`config.mk`:
```
export PLATFORM = sky130hd
export DESIGN_NAME = escape_sequence_unescaper
export DESIGN_NICKNAME = d
export VERILOG_FILES = /design/src/unesc_pkg.sv /design/src/unesc_front.sv /design/src/unesc_drain.sv /design/src/escape_sequence_unescaper.sv
export SDC_FILE = /design/constraint.sdc
export NUM_CORES = 1
export LEC_CHECK = 0
export ABC_AREA = 1
export BUFFER_PORTS_ARGS = -buffer_cell sky130_fd_sc_hd__buf_4
export CORE_UTILIZATION = 40
export DETAILED_ROUTE_END_ITERATION = 12
export SETUP_SLACK_MARGIN = 0.1
export SYNTH_ARGS = -nofsm -noshare
export SYNTH_HDL_FRONTEND = slang
export SYNTH_SLANG_ARGS = --single-unit
```
`constraint.sdc`:
```
create_clock -name clock -period 3.4 [get_ports clock]
set_clock_uncertainty 0.05 [all_clocks]
set_input_delay 0.17 -clock clock [delete_from_list [all_inputs] [get_ports clock]]
set_output_delay 0.17 -clock clock [all_outputs]
set_load 0.01 [all_outputs]
```
`src/unesc_pkg.sv`:
```
// ----------------------------------------------------------------------------
// unesc_pkg
// Types, character codes and decode helpers shared by the unescaper modules.
// ----------------------------------------------------------------------------
package unesc_pkg;

   localparam logic [7:0] CH_ESC    = 8'h1B;
   localparam logic [7:0] CH_DOLLAR = 8'h24;
   localparam logic [7:0] CH_QUOTE  = 8'h27;
   localparam logic [7:0] CH_BSLASH = 8'h5C;
   localparam logic [7:0] CH_NL     = 8'h0A;
   localparam logic [7:0] CH_TAB    = 8'h09;
   localparam logic [7:0] CH_LC_E   = 8'h65;
   localparam logic [7:0] CH_UC_E   = 8'h45;
   localparam logic [7:0] CH_LC_N   = 8'h6E;
   localparam logic [7:0] CH_LC_T   = 8'h74;
   localparam logic [7:0] CH_ZERO   = 8'h30;
   localparam logic [7:0] CH_THREE  = 8'h33;

   localparam int GRP_MAX = 4;

   typedef enum logic [1:0] {
      PH_FIRST  = 2'd0,
      PH_DOLLAR = 2'd1,
      PH_BODY   = 2'd2
   } phase_type;

   typedef enum logic [1:0] {
      ESC_NONE = 2'd0,
      ESC_BS   = 2'd1,
      ESC_BS0  = 2'd2,
      ESC_BS03 = 2'd3
   } esc_type;

   typedef struct packed {
      logic [GRP_MAX-1:0][7:0] data;
      logic [2:0]              count;
      logic                    has_byte;
      logic                    last;
   } grp_type;

   typedef struct packed {
      grp_type grp;
      esc_type pend;
   } body_type;

   function automatic grp_type put_byte(grp_type g, logic [7:0] b);
      grp_type r;
      r = g;
      if (g.count < 3'(GRP_MAX)) begin
         r.data[g.count[1:0]] = b;
         r.count = g.count + 3'd1;
      end
      return r;
   endfunction

   function automatic body_type fresh_byte(body_type s, logic [7:0] c);
      body_type r;
      r = s;
      if (c == CH_BSLASH) begin
         r.pend = ESC_BS;
      end else begin
         r.grp = put_byte(r.grp, c);
      end
      return r;
   endfunction

   function automatic body_type body_byte(body_type s, logic [7:0] c);
      body_type r;
      r = s;
      case (s.pend)
         ESC_NONE: begin
            r = fresh_byte(s, c);
         end
         ESC_BS: begin
            r.pend = ESC_NONE;
            if (c == CH_LC_E || c == CH_UC_E) begin
               r.grp = put_byte(r.grp, CH_ESC);
            end else if (c == CH_ZERO) begin
               r.pend = ESC_BS0;
            end else if (c == CH_LC_N) begin
               r.grp = put_byte(r.grp, CH_NL);
            end else if (c == CH_LC_T) begin
               r.grp = put_byte(r.grp, CH_TAB);
            end else begin
               r.grp = put_byte(r.grp, CH_BSLASH);
               r.grp = put_byte(r.grp, c);
            end
         end
         ESC_BS0: begin
            if (c == CH_THREE) begin
               r.pend = ESC_BS03;
            end else begin
               r.pend = ESC_NONE;
               r.grp = put_byte(r.grp, CH_BSLASH);
               r.grp = put_byte(r.grp, CH_ZERO);
               r = fresh_byte(r, c);
            end
         end
         ESC_BS03: begin
            r.pend = ESC_NONE;
            if (c == CH_THREE) begin
               r.grp = put_byte(r.grp, CH_ESC);
            end else begin
               r.grp = put_byte(r.grp, CH_BSLASH);
               r.grp = put_byte(r.grp, CH_ZERO);
               r.grp = put_byte(r.grp, CH_THREE);
               r = fresh_byte(r, c);
            end
         end
         default: begin
            r = s;
         end
      endcase
      return r;
   endfunction

   function automatic body_type flush_pending(body_type s);
      body_type r;
      r = s;
      if (s.pend != ESC_NONE) begin
         r.grp = put_byte(r.grp, CH_BSLASH);
      end
      if (s.pend == ESC_BS0 || s.pend == ESC_BS03) begin
         r.grp = put_byte(r.grp, CH_ZERO);
      end
      if (s.pend == ESC_BS03) begin
         r.grp = put_byte(r.grp, CH_THREE);
      end
      r.pend = ESC_NONE;
      return r;
   endfunction

endpackage

```
`src/unesc_front.sv`:
```
// ----------------------------------------------------------------------------
// unesc_front
// Holds the string state and decodes one input word into a group of up to
// four result bytes.
// ----------------------------------------------------------------------------
module unesc_front import unesc_pkg::*; (
   input  logic       clock,
   input  logic       reset,
   input  logic       accept,
   input  logic [7:0] in_byte,
   input  logic       in_last,
   output grp_type    grp
);

   phase_type phase_ff, phase_in;
   logic      quoted_ff, quoted_in;
   esc_type   pend_ff, pend_in;
   body_type  work;

   always_comb begin
      phase_in      = phase_ff;
      quoted_in     = quoted_ff;
      work.grp      = '0;
      work.pend     = pend_ff;
      case (phase_ff)
         PH_FIRST: begin
            if (in_byte == CH_DOLLAR) begin
               phase_in = PH_DOLLAR;
               if (in_last) begin
                  work.grp = put_byte(work.grp, CH_DOLLAR);
               end
            end else begin
               phase_in = PH_BODY;
               work = body_byte(work, in_byte);
            end
         end
         PH_DOLLAR: begin
            phase_in = PH_BODY;
            if (in_byte == CH_QUOTE) begin
               quoted_in = 1'b1;
            end else begin
               work.grp = put_byte(work.grp, CH_DOLLAR);
               work = body_byte(work, in_byte);
            end
         end
         default: begin
            if (!(in_last && quoted_ff && in_byte == CH_QUOTE)) begin
               work = body_byte(work, in_byte);
            end
         end
      endcase

      work.grp.has_byte = 1'b1;
      work.grp.last     = in_last;
      pend_in           = work.pend;
      if (in_last) begin
         work = flush_pending(work);
         if (work.grp.count == 3'd0) begin
            work.grp.count    = 3'd1;
            work.grp.has_byte = 1'b0;
         end
         phase_in  = PH_FIRST;
         quoted_in = 1'b0;
         pend_in   = ESC_NONE;
      end
      grp = work.grp;
   end

   always_ff @(posedge clock) begin
      if (reset) begin
         phase_ff  <= PH_FIRST;
         quoted_ff <= 1'b0;
         pend_ff   <= ESC_NONE;
      end else if (accept) begin
         phase_ff  <= phase_in;
         quoted_ff <= quoted_in;
         pend_ff   <= pend_in;
      end
   end

endmodule

```
`src/unesc_drain.sv`:
```
// ----------------------------------------------------------------------------
// unesc_drain
// Result register for one decoded group; hands its bytes out one word per
// cycle while out_ready is high.
// ----------------------------------------------------------------------------
module unesc_drain import unesc_pkg::*; (
   input  logic       clock,
   input  logic       reset,
   input  logic       load,
   input  grp_type    grp,
   output logic       free,
   output logic       out_valid,
   input  logic       out_ready,
   output logic [7:0] out_byte,
   output logic       has_byte,
   output logic       out_last
);

   logic [2:0]              count_ff, count_in;
   logic [1:0]              idx_ff, idx_in;
   logic [GRP_MAX-1:0][7:0] data_ff;
   logic                    has_byte_ff;
   logic                    last_ff;
   logic                    at_end;

   assign out_valid = (count_ff != 3'd0);
   assign at_end    = ({1'b0, idx_ff} == (count_ff - 3'd1));
   assign free      = !out_valid || (out_ready && at_end);
   assign out_byte  = has_byte_ff ? data_ff[idx_ff] : 8'h00;
   assign has_byte  = has_byte_ff;
   assign out_last  = last_ff && at_end;

   always_comb begin
      count_in = count_ff;
      idx_in   = idx_ff;
      if (out_valid && out_ready) begin
         if (at_end) begin
            count_in = 3'd0;
         end else begin
            idx_in = idx_ff + 2'd1;
         end
      end
      if (load) begin
         count_in = grp.count;
         idx_in   = 2'd0;
      end
   end

   always_ff @(posedge clock) begin
      if (reset) begin
         count_ff <= 3'd0;
         idx_ff   <= 2'd0;
      end else begin
         count_ff <= count_in;
         idx_ff   <= idx_in;
      end
   end

   always_ff @(posedge clock) begin
      if (load) begin
         data_ff     <= grp.data;
         has_byte_ff <= grp.has_byte;
         last_ff     <= grp.last;
      end
   end

endmodule

```
`src/escape_sequence_unescaper.sv`:
```
// Registered: a word's first result appears in the cycle after it is taken.
// Throughput: one input word per cycle while rsp_tready is high and each word
// gives at most one result; a word that expands to more results holds input
// until the single-word result port has drained the result register.
// Reset: synchronous, active high; returns to the start of a string with
// no escape held and the result register empty.
// ----------------------------------------------------------------------------
// escape_sequence_unescaper
// Stream unescaper for dollar-quoted strings with backslash escapes.
// ----------------------------------------------------------------------------
module escape_sequence_unescaper import unesc_pkg::*; (
   input  logic       clock,
   input  logic       reset,
   input  logic       req_tvalid,
   output logic       req_tready,
   input  logic [7:0] req_tdata,   // [7:0] in_byte
   input  logic       req_tlast,
   output logic       rsp_tvalid,
   input  logic       rsp_tready,
   output logic [7:0] rsp_tdata,   // [7:0] out_byte
   output logic       rsp_tuser,   // [0] has_byte
   output logic       rsp_tlast
);

   grp_type grp;
   logic    accept;

   assign accept = req_tvalid && req_tready;

   unesc_front u_front (
      .clock   (clock),
      .reset   (reset),
      .accept  (accept),
      .in_byte (req_tdata),
      .in_last (req_tlast),
      .grp     (grp)
   );

   unesc_drain u_drain (
      .clock     (clock),
      .reset     (reset),
      .load      (accept),
      .grp       (grp),
      .free      (req_tready),
      .out_valid (rsp_tvalid),
      .out_ready (rsp_tready),
      .out_byte  (rsp_tdata),
      .has_byte  (rsp_tuser),
      .out_last  (rsp_tlast)
   );

endmodule
```
==> results_dict.tcl, run 1 <==
set metrics [dict create \
    wl_met1_um 5480 \
    whs_ps 131 \
    setup_tns_ps 0 \
    antenna_found_initial 0 \
    fin_crit_sh_pct 91.1 \
    vdd_drop_max_mv 0.185 \
    slew_violations 0 \
    synth_edf_count 34 \
    fp-row-count 34 \
    max_freq_ghz 0.323 \
    powerDensity_mw_per_mm2 381 \
    wl_um 11300 \
    rr_startpoint "u_front.pend_ff[0]" \
    grt_pass1_wl_um 17900 \
    die_x_um 97.4 \
    place_hpwl_um 9230 \
    critPathRequiredTime_ps 3410 \
    worstPathMaxFanout 6 \
    synth_compound_area_share_pct 14.4 \
    place_congestion 0.969 \
    p_total_uw 1760 \
    final_nets 630 \
    end_kind "register" \
    crit_type "reg2reg" \
    place_area_mm2 0.00436 \
    die_y_um 97.4 \
    hp-class "in2reg" \
    wire_per_inst_um 15.9 \
    initial_utilization_pct 41.5 \
    synth_fp_nets 545 \
    fp.dieArea_mm2 0.00948 \
    met3_length_um 432 \
    cts_tree "built" \
    remaining_drc_errors 0 \
    synth_xor_area_share_pct 0.963 \
    synth_most_common_cell "nand2_1" \
    max-slew-margin-rel_pct 66.3 \
    cp_common_cell "nand2_2" \
    n_fill_cell 879 \
    top_layer "met4" \
    cp_slowest_stage_delay_ps 410 \
    yosysSeqAreaShare_pct 33.6 \
    max_cap_violations 0 \
    grt_pass1_vias 3504 \
    core-area_mm2 0.00876 \
    yosys-mux-area-fraction_pct 0 \
    p_leak_uw 0.00221 \
    synth_top_family_by_area "simple AND/OR/NAND/NOR gates" \
    final_area_mm2 0.00462 \
    multiInputGateArea_mm2 0.00219 \
    grt_max_degree 36 \
    grt_remaining_overflow 0 \
    synthCells 518 \
    route.met2.wl_um 5190 \
    cp_slowest_cell "dfxtp_4" \
    ys_top_cells_by_area "edfxtp_1, nand2_1, nor2_1" \
    outcome "finished clean" \
    switching_share_pct 32.8 \
    vias_per_cell 5.27 \
    cts_buffers 5 \
    fin_crit_ps 3100 \
    clock_sinks 44 \
    yosysWarnings 0 \
    yosys.area_share.simple_pct 37.5 \
    pwr-share-seq_pct 38.3 \
    arrival_ps 3100 \
    syn2layout_area_growth_pct 27.1 \
    power.switching_uw 578 \
    internal_power_uw 1180 \
    power_frac_clock_pct 27.4 \
    hold_start "req_tlast" \
    drive_gt1_share_pct 31.3 \
    first_pass_iters 6 \
    drt_iter0_markers 200 \
    combPwrFrac_pct 34.3 \
    cts_buffer_depth 2 \
    yosys-top-cells-count "nand2_1, nor2_1, inv_1" \
    yosysTopAreaCellShare_pct 28.1 \
    htree_levels 2 \
    post-route-util_pct 52.8 \
    hold_viol 0 \
    synthAdderAreaFrac_pct 4.81 \
    avgSynthCellArea_um2 7.03 \
    path_clk_slew_ps 90 \
    synth.largest_area_cell "edfxtp_1" \
    rsz0062_at_grt "no" \
    boundaryPins 25 \
    cts-root-buf "clkbuf_8" \
    gr-usage-all-layers_pct 23.9 \
    synth_cell_types 41 \
    clock_latency_ps 300 \
    synth-seq-cells 44 \
    num_vias 3755 \
    syn-cell-area_mm2 0.00364 \
    ys.flop_type "edfxtp_1" \
    setup.worst_path.start_class "register" \
    tightest_slew_ps 503 \
    diodes 0 \
    async_reset_ff_share_pct 0 \
    seq_area_mm2 0.00123 \
    ant_nets 0 \
    crit_start "u_front.pend_ff[0]" \
    io_buffers 24 \
    setup_viol 0 \
]
==> metrics by stage <==
step | cells | worst slack, ps
after global placement | 698 | -0.480
after floorplan | 518 | 94.2
after global routing | 712 | 89.2
after CTS | 707 | 106
after detailed placement | 698 | -84.7
final | 712 | 304
==> state kept, by name, summed over array words and instances, names as in the netlist <==
name               count
u_drain.idx_ff         2
u_drain.data_ff       32
u_front.quoted_ff      1
u_drain.has_byte       1
u_drain.count_ff       3
u_front.pend_ff        2
u_front.phase_ff       2
u_drain.last_ff        1
==> area by class of cell <==
class                   instances  share of cell area [%]
flip-flops and latches         44                    26.6
well taps                     108                    2.92
multi-input cells             391                    47.3
clock inverters                 2                    1.30
repair buffers                 87                    14.2
inverters                      74                    6.11
clock buffers                   6                    1.57
==> placed cells by master, fill, tap and decap left out, types with 12 or more instances in the layout <==
cell type  instances
a21oi_1           24
inv_2             24
buf_4             86
ha_1              12
nand2_2           22
nor2_1            75
nand3_1           31
edfxtp_1          34
o21ai_0           35
nand2_1          101
inv_1             47
==> power groups by stage <==
stage / combinational, µW / sequential [µW] / clock, µW
5_1_grt: 669 / 681 / 506
3_5_place_dp: 563 / 687 / 0
3_3_place_gp: 555 / 685 / 0
2_1_floorplan: 357 / 678 / 0
4_1_cts: 566 / 674 / 490
6_report: 603 / 675 / 482
==> layer usage <==
layer  vias up  GRT usage, %
met5         -             0
met4         0          7.47
met3        17          2.16
met2       103          39.2
met1      1742          33.3
li1       1893             -
==> worst paths after layout <==
kind	cells past startpoint	end	slack, ps
worst max register to register	25	u_drain.has_byte	300
worst max-delay path	25	u_drain.has_byte	300
worst min register to register	2	u_front.quoted_ff	410
worst min-delay path	1	u_drain.last_ff	130
==> kinds of logic (layout without fill, tap and decap cells) <==
kind of cell	count (synthesis)	count (layout)
buf+inv	83	169
flops	44	44
simple gates	282	282
xor+xnor	4	4
fa+ha+maj	14	14
compound gates	91	91
==> critical path: cells and delay by family (launching register included) <==
kind                       cells  cell delay [ps]
and+or+nand+nor               16             1330
adders and majority gates      3              670
DFF                            1              410
buffers and inverters          5              230
AOI/OAI and AO/OA              1              150
==> timing repair <==
action | 4_1_cts | 5_1_grt
buffers inserted | 0 | 5
gates resized for setup | 3 | 23
endpoints found under the hold margin | 3 | 0
pin swaps | 0 | 15
setup endpoints to repair | 1 | 29
hold buffers | 1 | 0
No activity file was read; power rests on OpenSTA's default activity.
==> run 2: changes to the inputs <==
ABC_AREA = not set   (was 1)
==> run 2 against run 1 <==
Largest power group unchanged. Sequential power shrank 7.0%. Setup slack worse by 570 ps. Clock-buffer cell count stayed put. Combinational power fell by 60%. The run now ends with negative setup slack left. Utilization increased by 7.0 points. Via count is 2.4% lower. Total power shrank 28%. Register-to-register slack lost 570 ps. Sequential share of layout area down 2.9 points. Critical path type unchanged.
==> results_dict.tcl, run 2 <==
set metrics [dict create \
    powerDensity_mw_per_mm2 244 \
    hold_buffers 0 \
    worstPathMaxFanout 10 \
    synth_top_family_by_area "simple AND/OR/NAND/NOR gates" \
    max_flop_register "u_drain.data_ff" \
    n_fill_cell 782 \
    wl_um 11300 \
    antenna_found_initial 0 \
    gr-usage-all-layers_pct 25.3 \
    ys_top_cells_by_area "edfxtp_1, dfxtp_1, mux4_2" \
    outcome "complete, but fails checks" \
    synth_fp_nets 432 \
    largestRegisters "u_drain.data_ff (32), u_drain.count_ff (3)" \
    end_kind "register" \
    drt_iter0_markers 269 \
    yosys-top-cells-count "nor2_1, a21oi_1, edfxtp_1" \
    io_buffers 24 \
    cts_tree "built" \
    tightest_slew_ps 570 \
    slew_violations 0 \
    yosysTopAreaCellShare_pct 28.7 \
    drive_gt1_share_pct 45.1 \
    synthAdderAreaFrac_pct 4.93 \
    synth-seq-cells 44 \
    first_pass_iters 5 \
    synth_cell_types 70 \
    die_y_um 96.3 \
    synth_most_common_cell "nor2_1" \
    yosysSeqAreaShare_pct 34.4 \
    critPathRequiredTime_ps 3580 \
    die_x_um 96.3 \
    rsz0062_at_grt "yes" \
    place_area_mm2 0.00463 \
    yosys-mux-area-fraction_pct 5.67 \
    violations "negative setup slack" \
    fin_crit_ps 3660 \
    crit_type "reg2reg" \
    wire_per_inst_um 17.8 \
    largest_register_ff_count 32 \
    avgSynthCellArea_um2 8.78 \
    max_freq_ghz 0.273 \
    whs_ps 66.6 \
    num_vias 3665 \
    setup_viol 27 \
    multiInputGateArea_mm2 0.00257 \
    yosysWarnings 0 \
    final_cell_count_no_fill 638 \
    htree_levels 2 \
    synth_xor_area_share_pct 1.97 \
    max_cap_violations 0 \
    p_total_uw 1270 \
    dp_cells 616 \
    place_congestion 0.948 \
    vdd_drop_max_mv 0.131 \
    seq_area_mm2 0.00123 \
    syn2layout_area_growth_pct 45.9 \
    synth.largest_area_cell "edfxtp_1" \
    fin_crit_sh_pct 108 \
    hp-class "in2reg" \
    fp-row-count 34 \
    most-common-layout-cells "buf_4, edfxtp_1, nor2_1, a21oi_1, nand2_1" \
    synth_compound_area_share_pct 23.4 \
    fp.dieArea_mm2 0.00927 \
    final_area_mm2 0.00518 \
    setup_tns_ps -3830 \
    clock_sinks 44 \
    clock_latency_ps 290 \
    final_nets 556 \
    cts_buffers 5 \
    cts_buffer_depth 2 \
    hold_viol 0 \
    final_common_cell "buf_4" \
    diodes 0 \
    grt_remaining_overflow 0 \
    place_hpwl_um 8720 \
    core-area_mm2 0.00868 \
    ant_nets 0 \
    synthCells 405 \
    max-slew-margin-rel_pct 61.5 \
    grt_max_degree 38 \
    p_leak_uw 0.00215 \
    remaining_drc_errors 0 \
    setup.worst_path.start_class "register" \
    vias_per_cell 5.74 \
    initial_utilization_pct 41.0 \
    yosys.area_share.simple_pct 24.8 \
    async_reset_ff_share_pct 0 \
    path_clk_slew_ps 80 \
    cts-root-buf "clkbuf_8" \
    grt_pass1_vias 3459 \
    arrival_ps 3840 \
    syn-cell-area_mm2 0.00355 \
    synth_edf_count 34 \
    layout_setup_ws_ps -262 \
    grt_pass1_wl_um 17500 \
    boundaryPins 25 \
    ys.flop_type "edfxtp_1" \
]
run 2: layer usage:
layer  part of all wire, %  global-route usage [%]  wire, µm  up-vias
met3                   4.1                    3.40       463       24
met5                     0                       0         0        -
met1                    44                    32.9      4930     1764
li1                      -                       -         -     1772
met2                    50                    43.0      5640      105
met4                   2.6                    8.08       297        0
run 2: cell families (layout without fill, tap and decap cells):
family	Yosys count	count (layout)
buffers and inverters	40	165
adders and majority gates	14	14
AOI/OAI and AO/OA	124	124
muxes	10	10
DFF	44	44
and+or+nand+nor	165	165
xor gates and xnor gates	8	8
run 2: power by group:
group	total [µW]	internal, µW	switching (µW)	leakage, µW
Clock	396	218	178	0.0000552
Combinational	242	113	129	0.00168
Sequential	628	617	10.5	0.000416
run 2: layout make-up:
cell class | count | share of cell area [%]
multi-input combinational | 321 | 49.6
sequential | 44 | 23.6
timing repair buffer | 140 | 20.8
tap | 108 | 2.61
clock buffer | 6 | 1.40
inverter | 17 | 1.33
clock inverter | 2 | 0.676
run 2: worst paths after layout:
check | from | to | slack, ps | cells past startpoint
worst max register to register | u_front.pend_ff[0] | u_drain.count_ff[0] | -260 | 17
worst min register to register | u_front.quoted_ff | u_front.quoted_ff | 470 | 2
worst min-delay path | reset | u_drain.count_ff[2] | 70 | 2
worst max-delay path | u_front.pend_ff[0] | u_drain.count_ff[0] | -260 | 17
run 2: worst max-delay path, cell delays in order, from the launching register on:
cell	delay, ps
dfxtp_2	340
buf_6	150
nor4_4	270
o21bai_4	180
nor4b_4	60
a211oi_2	270
inv_2	100
ha_4	240
or4_4	440
o21ai_4	110
ha_4	170
nor2_4	30
or2_4	250
ha_4	170
o211ai_1	90
o31ai_2	110
or4_1	410
a21oi_1	130
run 2: through the flow:
stage / worst slack [ps] / util, %
finish: -262 / 59.7
global route: -364 / 59.7
CTS: -206 / 55.6
detailed placement: -629 / 53.3
global placement: -483 / 53.3
floorplan: -542 / -
run 2: repair_timing:
| action | 4_1_cts | 5_1_grt |
|---|---|---|
| resized for setup | 11 | 69 |
| buffers inserted | 3 | 12 |
| setup endpoints to repair | 29 | 29 |
| pin swaps | 7 | 17 |
==> run 3: changes to the inputs <==
clock period = 3.7 ns   (was 3.4 ns; I/O delays follow)
==> run 3 against run 2 <==
The run now ends clean. Die area unchanged. Worst hold slack lost 7.3 ps. Register-to-register slack improved by 320 ps. Fmax is 0.51% higher. Sequential power fell by 8.0%. Critical path depth unchanged. Flip-flop and latch count is the same. Global-route usage shrank 0.58 points. Clock power decreased by 7.8%. Sequential share of layout area rose by 1.0 points. Critical endpoint unchanged. Highest routed layer unchanged.
==> results_dict.tcl, run 3 (synthesis gave the netlist of run 2 again) <==
set metrics [dict create \
    final_common_cell "buf_4" \
    cts_buffer_depth 2 \
    vdd_drop_max_mv 0.142 \
    rsz0062_at_grt "yes" \
    ant_nets 0 \
    wl_um 11100 \
    vias_per_cell 5.83 \
    place_area_mm2 0.00451 \
    fin_crit_sh_pct 98.5 \
    n_fill_cell 803 \
    most-common-layout-cells "buf_4, edfxtp_1, a21oi_1, nor2_1, nand2_1" \
    max-slew-margin-rel_pct 63.4 \
    place_congestion 0.952 \
    r2r_end "u_drain.count_ff[0]" \
    syn2layout_area_growth_pct 40.0 \
    grt_pass1_vias 3402 \
    fp.dieArea_mm2 0.00927 \
    outcome "finished clean" \
    cp_num_buf_inv 2 \
    cp_slowest_stage_delay_ps 440 \
    cts-root-buf "clkbuf_8" \
    initial_utilization_pct 41.0 \
    hold_buffers 0 \
    wire_per_inst_um 17.8 \
    whs_ps 59.3 \
    place_ws_ps -274 \
    reg2regPathDepth 17 \
    drt_iter0_markers 279 \
    largestRegisters "u_drain.data_ff (32), u_drain.count_ff (3)" \
    grt_remaining_overflow 0 \
    cts_tree "built" \
    drive_gt1_share_pct 40.0 \
    cts_buffers 5 \
    place_hpwl_um 8510 \
    final_area_mm2 0.00497 \
    hp-class "in2reg" \
    num_vias 3614 \
    max_cap_violations 0 \
    clock_sinks 44 \
    crit_family "simple AND/OR/NAND/NOR gates" \
    grt_max_degree 37 \
    largest_register_ff_count 32 \
    first_pass_iters 5 \
    setup.worst_path.start_class "register" \
    diodes 0 \
    final_nets 538 \
    boundaryPins 25 \
    crit_type "reg2reg" \
    die_y_um 96.3 \
    fp-row-count 34 \
    critPathRequiredTime_ps 3880 \
    io_buffers 24 \
    powerDensity_mw_per_mm2 234 \
    reg2reg_slack_ps 60 \
    die_x_um 96.3 \
    end_kind "register" \
    cp_slowest_cell "or4_4" \
    worstPathMaxFanout 14 \
    hold_viol 0 \
    htree_levels 2 \
    arrival_ps 3820 \
    max_flop_register "u_drain.data_ff" \
    max_freq_ghz 0.274 \
    path_clk_slew_ps 80 \
    gr-usage-all-layers_pct 24.7 \
    p_leak_uw 0.00202 \
    cp_common_cell "ha_4" \
    rr_startpoint "u_front.pend_ff[0]" \
    clock_latency_ps 290 \
    core-area_mm2 0.00868 \
    holdPathStages 1 \
    setup_tns_ps 0 \
    remaining_drc_errors 0 \
    hold_start "req_tlast" \
    whs_endpoint "u_drain.last_ff" \
    layout_setup_ws_ps 56.5 \
    tightest_slew_ps 545 \
    grt_pass1_wl_um 17300 \
    antenna_found_initial 0 \
    fin_crit_ps 3640 \
    cp_cell_sequence "buf_12 -> nor4_4 -> o21bai_4 -> nor4b_4 -> a211oi_2 -> inv_2 -> ha_4 -> or4_4 -> o21ai_4 -> ha_4 -> nor2_4 -> or2_4 -> ha_4 -> o211ai_1 -> o31ai_1 -> or4_1 -> a21oi_1" \
    setup_viol 0 \
    post-route-util_pct 57.3 \
    slew_violations 0 \
]
==> run 3: cell types whose count changed in the layout (fill, tap and decap cells not counted), sizes merged <==
| cell | delta |
|---|---|
| buf | -18 |
==> run 3: what timing repair did <==
action,4_1_cts,5_1_grt
buffers inserted,2,9
pin swaps,3,11
gates resized for setup,5,59
setup endpoints to repair,18,28
==> run 3: per-stage QoR <==
step / std cells / total power, µW
2_1_floorplan: 405 / 709
3_3_place_gp: 601 / 791
3_5_place_dp: 601 / 796
4_1_cts: 611 / 1160
5_1_grt: 620 / 1210
6_report: 620 / 1160
==> run 3: metal layers <==
metal	wire, µm	share of wire [%]	GRT usage (%)
met5	0	0	0
met4	321	2.9	9.45
met3	504	4.6	3.95
met2	5260	48	40.2
met1	4970	45	32.7
==> run 3: how the worst max path moves through the flow <==
stage / endpoint / from / depth (start not counted)
4_1_cts: u_drain.count_ff[2] / u_front.pend_ff[1] / 19
6_report: u_drain.count_ff[0] / u_front.pend_ff[0] / 17
3_3_place_gp: u_drain.count_ff[2] / req_tdata[5] / 19
2_1_floorplan: u_drain.data_ff[4] / req_tdata[4] / 19
3_5_place_dp: u_drain.count_ff[2] / req_tdata[6] / 19
5_1_grt: u_drain.count_ff[2] / req_tdata[1] / 21
==> run 3: layout make-up <==
type | count | area, µm² | share of cell area (%)
clock buffers | 6 | 72.6 | 1.46
clock inverters | 2 | 35.0 | 0.704
inverters | 17 | 68.8 | 1.38
multi-input cells | 321 | 2480 | 49.9
flip-flops and latches | 44 | 1230 | 24.7
well taps | 108 | 135 | 2.72
repair buffers | 122 | 951 | 19.1
==> run 3: report_power, final <==
part	switching (µW)	internal [µW]	leakage [µW]	total [µW]
Combinational	118	102	0.00154	220
Clock	164	200	0.0000552	365
Sequential	11.2	567	0.000416	578
Total	293	870	0.00202	1160
